**src/design/gbts_pkg.sv**
```systemverilog
package gbts_pkg;

    // store geometry
    localparam int CAPACITY = 4096;
    localparam int ADDR_W   = $clog2(CAPACITY);
    localparam int POS_W    = 13;
    localparam int CHAR_W   = 16;

    localparam logic [POS_W-1:0] CAP_LEN = POS_W'(CAPACITY);

    // request kinds
    localparam logic [1:0] KIND_INSERT = 2'd0;
    localparam logic [1:0] KIND_DELETE = 2'd1;
    localparam logic [1:0] KIND_READ   = 2'd2;

    typedef enum logic [1:0] {
        ST_OK      = 2'd0,
        ST_FULL    = 2'd1,
        ST_INVALID = 2'd2
    } status_t;

    typedef enum logic [2:0] {
        S_IDLE,
        S_CHECK,
        S_MOVE_RD,
        S_MOVE_WR,
        S_APPLY,
        S_READ_WAIT,
        S_DONE
    } state_t;

    // controller to datapath
    typedef struct packed {
        logic load_item;
        logic judge;
        logic read_rd;
        logic move_rd;
        logic move_wr;
        logic apply;
        logic load_out;
    } dp_cmd_t;

    // datapath to controller
    typedef struct packed {
        logic check_fail;
        logic is_read;
        logic move_left;
        logic move_right;
        logic out_free;
    } dp_stat_t;

endpackage

```
**src/design/gbts_ctrl.sv**
```systemverilog
module gbts_ctrl
    import gbts_pkg::*;
(
    input  logic     clk,
    input  logic     rst_n,
    input  logic     req_valid,
    output logic     req_ready,
    input  dp_stat_t stat,
    output dp_cmd_t  cmd
);

    state_t state_reg;
    state_t state_next;

    always_ff @(posedge clk or negedge rst_n)
    begin
        if (!rst_n)
        begin
            state_reg <= S_IDLE;
        end
        else
        begin
            state_reg <= state_next;
        end
    end

    always_comb
    begin
        state_next = state_reg;
        cmd        = '0;
        req_ready  = 1'b0;
        unique case (state_reg)
            S_IDLE:
            begin
                req_ready = 1'b1;
                if (req_valid)
                begin
                    cmd.load_item = 1'b1;
                    state_next    = S_CHECK;
                end
            end
            S_CHECK:
            begin
                cmd.judge = 1'b1;
                if (stat.check_fail)
                begin
                    state_next = S_DONE;
                end
                else if (stat.is_read)
                begin
                    cmd.read_rd = 1'b1;
                    state_next  = S_READ_WAIT;
                end
                else
                begin
                    state_next = S_MOVE_RD;
                end
            end
            S_MOVE_RD:
            begin
                if (stat.move_left || stat.move_right)
                begin
                    cmd.move_rd = 1'b1;
                    state_next  = S_MOVE_WR;
                end
                else
                begin
                    state_next = S_APPLY;
                end
            end
            S_MOVE_WR:
            begin
                cmd.move_wr = 1'b1;
                state_next  = S_MOVE_RD;
            end
            S_APPLY:
            begin
                cmd.apply  = 1'b1;
                state_next = S_DONE;
            end
            S_READ_WAIT:
            begin
                state_next = S_DONE;
            end
            S_DONE:
            begin
                if (stat.out_free)
                begin
                    cmd.load_out = 1'b1;
                    state_next   = S_IDLE;
                end
            end
            default:
            begin
                state_next = S_IDLE;
            end
        endcase
    end

`ifndef ASSERT_OFF
    // every shift write follows the read that fetched its character
    a_wr_after_rd: assert property (@(posedge clk) disable iff (!rst_n)
        state_reg == S_MOVE_WR |-> $past(state_reg) == S_MOVE_RD)
        else $error("gap shift write without preceding read");

    // a result is only produced after an item was checked
    a_done_after_check: assert property (@(posedge clk) disable iff (!rst_n)
        $rose(state_reg == S_DONE) |-> ($past(state_reg) == S_CHECK
            || $past(state_reg) == S_APPLY || $past(state_reg) == S_READ_WAIT))
        else $error("result stage entered from unexpected state");
`endif

endmodule

```
**config.mk**
```make
export PLATFORM = sky130hd
export DESIGN_NAME = gbts_ctrl
export DESIGN_NICKNAME = d
export VERILOG_FILES = /design/src/design/gbts_pkg.sv /design/src/design/gbts_ctrl.sv
export SDC_FILE = /design/constraint.sdc
export NUM_CORES = 1
export LEC_CHECK = 0
export ABC_AREA = 1
export BUFFER_PORTS_ARGS = -buffer_cell sky130_fd_sc_hd__buf_2
export CORE_AREA = 2 2 39 41
export DETAILED_ROUTE_END_ITERATION = 8
export DIE_AREA = 0 0 41 43
export PLACE_DENSITY = 0.51
export RECOVER_POWER = 25
export SLEW_MARGIN = 20
export SYNTH_ARGS = -nofsm -noshare
export SYNTH_HDL_FRONTEND = slang
export SYNTH_SLANG_ARGS = --single-unit
```
**constraint.sdc**
```tcl
create_clock -name clk -period 1.97 [get_ports clk]
set_input_delay 0.197 -clock clk [delete_from_list [all_inputs] [get_ports clk]]
set_output_delay 0.197 -clock clk [all_outputs]
set_load 0.01 [all_outputs]
```
# ---- After elaboration in Yosys (flattened, before gate mapping)
# Index checks and enable logic that the tools add are counted.
dict set report totals {
  reg_bits 3
  out_inout_bits 8
  inputBits 8
}
dict set report classes {
  mux 18
  reduce_logical 4
  n_eq_ne 8
}
# op count
set op_table {}
lappend op_table {{one-hot mux 3 bit (6 select lines)} 1}
lappend op_table {{two-way mux 3 bit} 5}
lappend op_table {{two-way mux 1 bit} 11}
lappend op_table {{== test 3 bit (second input constant)} 3}
lappend op_table {{== test 3 x 2 -> 1 bit (second input constant)} 2}
lappend op_table {{!= test 2 bit (second input constant)} 2}
lappend op_table {{== test 3 x 1 -> 1 bit (second input constant)} 1}
lappend op_table {{logical NOT 3 bit} 1}
lappend op_table {{two-way mux 2 bit} 1}
lappend op_table {{AND reduction 2 bit} 1}
lappend op_table {{OR reduction 2 bit} 1}
lappend op_table {{logical OR 1 bit} 1}

# ---- Logic depth before layout (Yosys ltp)
dict set report depth {
  word_depth 3
  ltp_mapped 5
  depth_no_buf 5
}

# ---- Least setup slack after synthesis
# OpenSTA, ideal clock, no wires.
dict set report synth_path {
  path_type {register to output}
  startpoint {reg state_reg[2]}
  endpoint {out cmd[6] (netlist name)}
  arrival_ns 0.851
  path_stages_with_launch 4
  required_time_ns 1.773
  path_slack_ns 0.922
  cell_sequence {dfrtp_1 -> nor2_2 -> nand2_1 -> nor2_1}
}
# element line_no
set synth_rtl {}
lappend synth_rtl {{from (decl)} gbts_ctrl.sv:12} ;# state_t state_reg;
lappend synth_rtl {{from (signal assigned)} gbts_ctrl.sv:23} ;# state_reg <= state_next;
lappend synth_rtl {{to (decl)} gbts_ctrl.sv:9} ;# output dp_cmd_t cmd

==> flow_summary.yaml <==
timing:
  max_freq_mhz: 711
  fin_skew_ns: 0.00352
  rsz0062_at_grt: "no"
  fin_crit_sh_pct: 71.4
  finalSetupTns_ns: 0
  slew_headroom_pct: 82.4
  worst_slew_pin_slew_ns: 0.263
  setup_viol: 0
  setup_ws_ns: 0.563
  slew_violations: 0
  min_period_ns: 1.41
  hold_viol_final: 0
floorplanning:
  coreArea_um2: 1380
  die_x_um: 41
  dieArea_um2: 1760
  die_y_um: 43
  rows: 14
  io_pins: 16
  start_util_pct: 19.8
worst_hold_path:
  holdCritStartpoint: "stat[4]"
  min_path_type: "in2reg"
global_route:
  grt_pass1_vias: 287
  grt_max_degree: 9
  gr-total-overflow: 0
  grt_pass1_wl_um: 1190
  antenna_found_initial: 0
  grt.total_usage_pct: 10.7
placement:
  dp_hpwl_um: 532
  io_buffers: 15
  gp_congestion: 0.718
  place_ws_ns: 0.819
  dp_cells: 76
final_layout:
  seqCellArea_um2: 75.1
  mostFrequentLayoutCells: "14 x buf_2, 10 x inv_1, 9 x nand2_1, 6 x nor2_1, 5 x nand3_1"
  n_fill_cell: 163
  nets: 74
  multi_input_area_um2: 154
  area_delta_synth_final_pct: 47.5
  largest_reg_flops: 3
  diodes: 0
  layoutNonFillerInstCount: 81
  layout-drive-gt1-share_pct: 36.9
  final_common_cell: "buf_2"
power:
  swShare_pct: 48.5
  power_w: 0.000561
  seq_power_share_pct: 26.7
  p_per_area_nw_per_um2: 1390
  power_frac_comb_pct: 53.3
  pwr-share-clk_pct: 20.0
  leakage_nw: 0.258
  power.switching_w: 0.000272
  ir_worst_vdd_mv: 0.465
  internal_power_w: 0.000289
worst_setup_path:
  r2r_slack_ns: 0.97
  rr_startpoint: "state_reg[1]$_DFFE_PN0P_"
  worstSetupEndpointType: "primary output"
  crit_path_max_fanout: 6
  crit_chain: "nor2_2 -> nand2_1 -> nor2_1 -> buf_2"
  cp.required_ns: 1.77
  cp-start-kind: "register"
  critPathMaxStageDelay_ns: 0.46
  critPathKind: "reg2out"
  crit_start: "state_reg[2]$_DFFE_PN0P_"
  crit_arrival_ns: 1.21
  crit_slowest_cell: "dfrtp_1"
route:
  post-route-drc-count: 0
  routedWlPerCell_um: 8.14
  drt_pass1_iterations: 4
  drt_iter0_drc: 4
  final_antenna_net_count: 0
  routed_wl_um: 659
  vias: 342
  vias_per_cell: 4.22
clock_network:
  worstSkewPairLatency_ns: 0.24
  cts_buffer_depth: 2
  cts_tree: "yes"
  path_clk_slew_ns: 0.04
  htreeDepth: 1
  post_cts_buffers: 0
  clock_sinks: 3
  cts_root_buffer: "clkbuf_4"
  cts_buffers: 3
  post_cts_resized: 0
  cts_hold_buf: 1
synthesis:
  netlist_instances: 45
  ys_types: 15
  yosysWarnings: 0
  syn-num-nets: 53
  synth_area_um2: 274
  yosys_register_bits: 3
  avgSynthCellArea_um2: 6.09
  ys_seq_area_share_pct: 27.4
outcome:
  outcome: "complete, no violations"
job:
  maxCapViolCount: 0
==> layer usage <==
metal  vias up  GRT usage (%)  part of all wire (%)
met5         -              0                     0
met4         0           4.00                  0.61
met1       145           12.3                    40
li1        178              -                     -
met2        17           13.8                    44
met3         2           9.42                    15
==> power groups by stage <==
stage	Combinational (W)	Clock [W]	Sequential [W]
global route	0.000344	0.000123	0.000155
detailed placement	0.000305	0	0.000151
floorplan	0.000213	0	0.000141
finish	0.000299	0.000112	0.000150
CTS	0.000307	0.000117	0.000150
global placement	0.000302	0	0.000152
==> stage by stage <==
| step | util [%] | hold WS (ns) | instance area, um^2 |
|---|---|---|---|
| floorplan | - | -0.0986 | 274 |
| global placement | 26.7 | -0.00435 | 369 |
| detailed placement | 26.7 | -0.00413 | 369 |
| CTS | 29.3 | 0.262 | 405 |
| global route | 29.2 | 0.281 | 404 |
| finish | 29.2 | 0.264 | 404 |
==> cell usage after synthesis <==
master | number | area share [%]
inv_1 | 10 | 14
nand2_1 | 9 | 12
nor2_1 | 6 | 8.2
nand3_1 | 5 | 9.1
dfrtp_1 | 3 | 27
inv_2 | 2 | 2.7
nand4_1 | 2 | 4.6
a21oi_2 | 1 | 3.2
nand2_2 | 1 | 2.3
nand3_2 | 1 | 3.7
nor2_2 | 1 | 2.3
nor2_4 | 1 | 4.1
nor3_1 | 1 | 1.8
o21a_1 | 1 | 2.7
o21ai_0 | 1 | 1.8
==> kinds of logic (layout without fill, tap and decap cells) <==
group | after synthesis | count (layout) | synth area share, %
flip-flops | 3 | 3 | 27.4
buffers and inverters | 12 | 32 | 16.4
AND/OR/NAND/NOR | 27 | 27 | 48.4
AO/OA/AOI/OAI | 3 | 3 | 7.76
==> area by class of cell <==
cell class	count	area share, %
Sequential cell	3	18.6
Inverter	12	11.1
Timing Repair Buffer	16	20.7
Multi-Input combinational cell	30	38.1
Clock buffer	4	6.50
Tap cell	16	4.95
==> critical path, delay by kind of cell (launching register included) <==
family,cells,cell delay [ns]
buffers and inverters,1,0.13
flip-flops,1,0.46
AND/OR/NAND/NOR,3,0.38
==> final timing paths <==
check,cells past startpoint,endpoint
worst max register to register,4,state_reg[1]$_DFFE_PN0P_
max in group asynchronous,2,state_reg[0]$_DFFE_PN0P_
worst max-delay path,4,cmd[6]
min in group asynchronous,2,state_reg[2]$_DFFE_PN0P_
worst min register to register,2,state_reg[2]$_DFFE_PN0P_
worst min-delay path,4,state_reg[0]$_DFFE_PN0P_
Note: power is estimated with default switching activity, not from simulation.
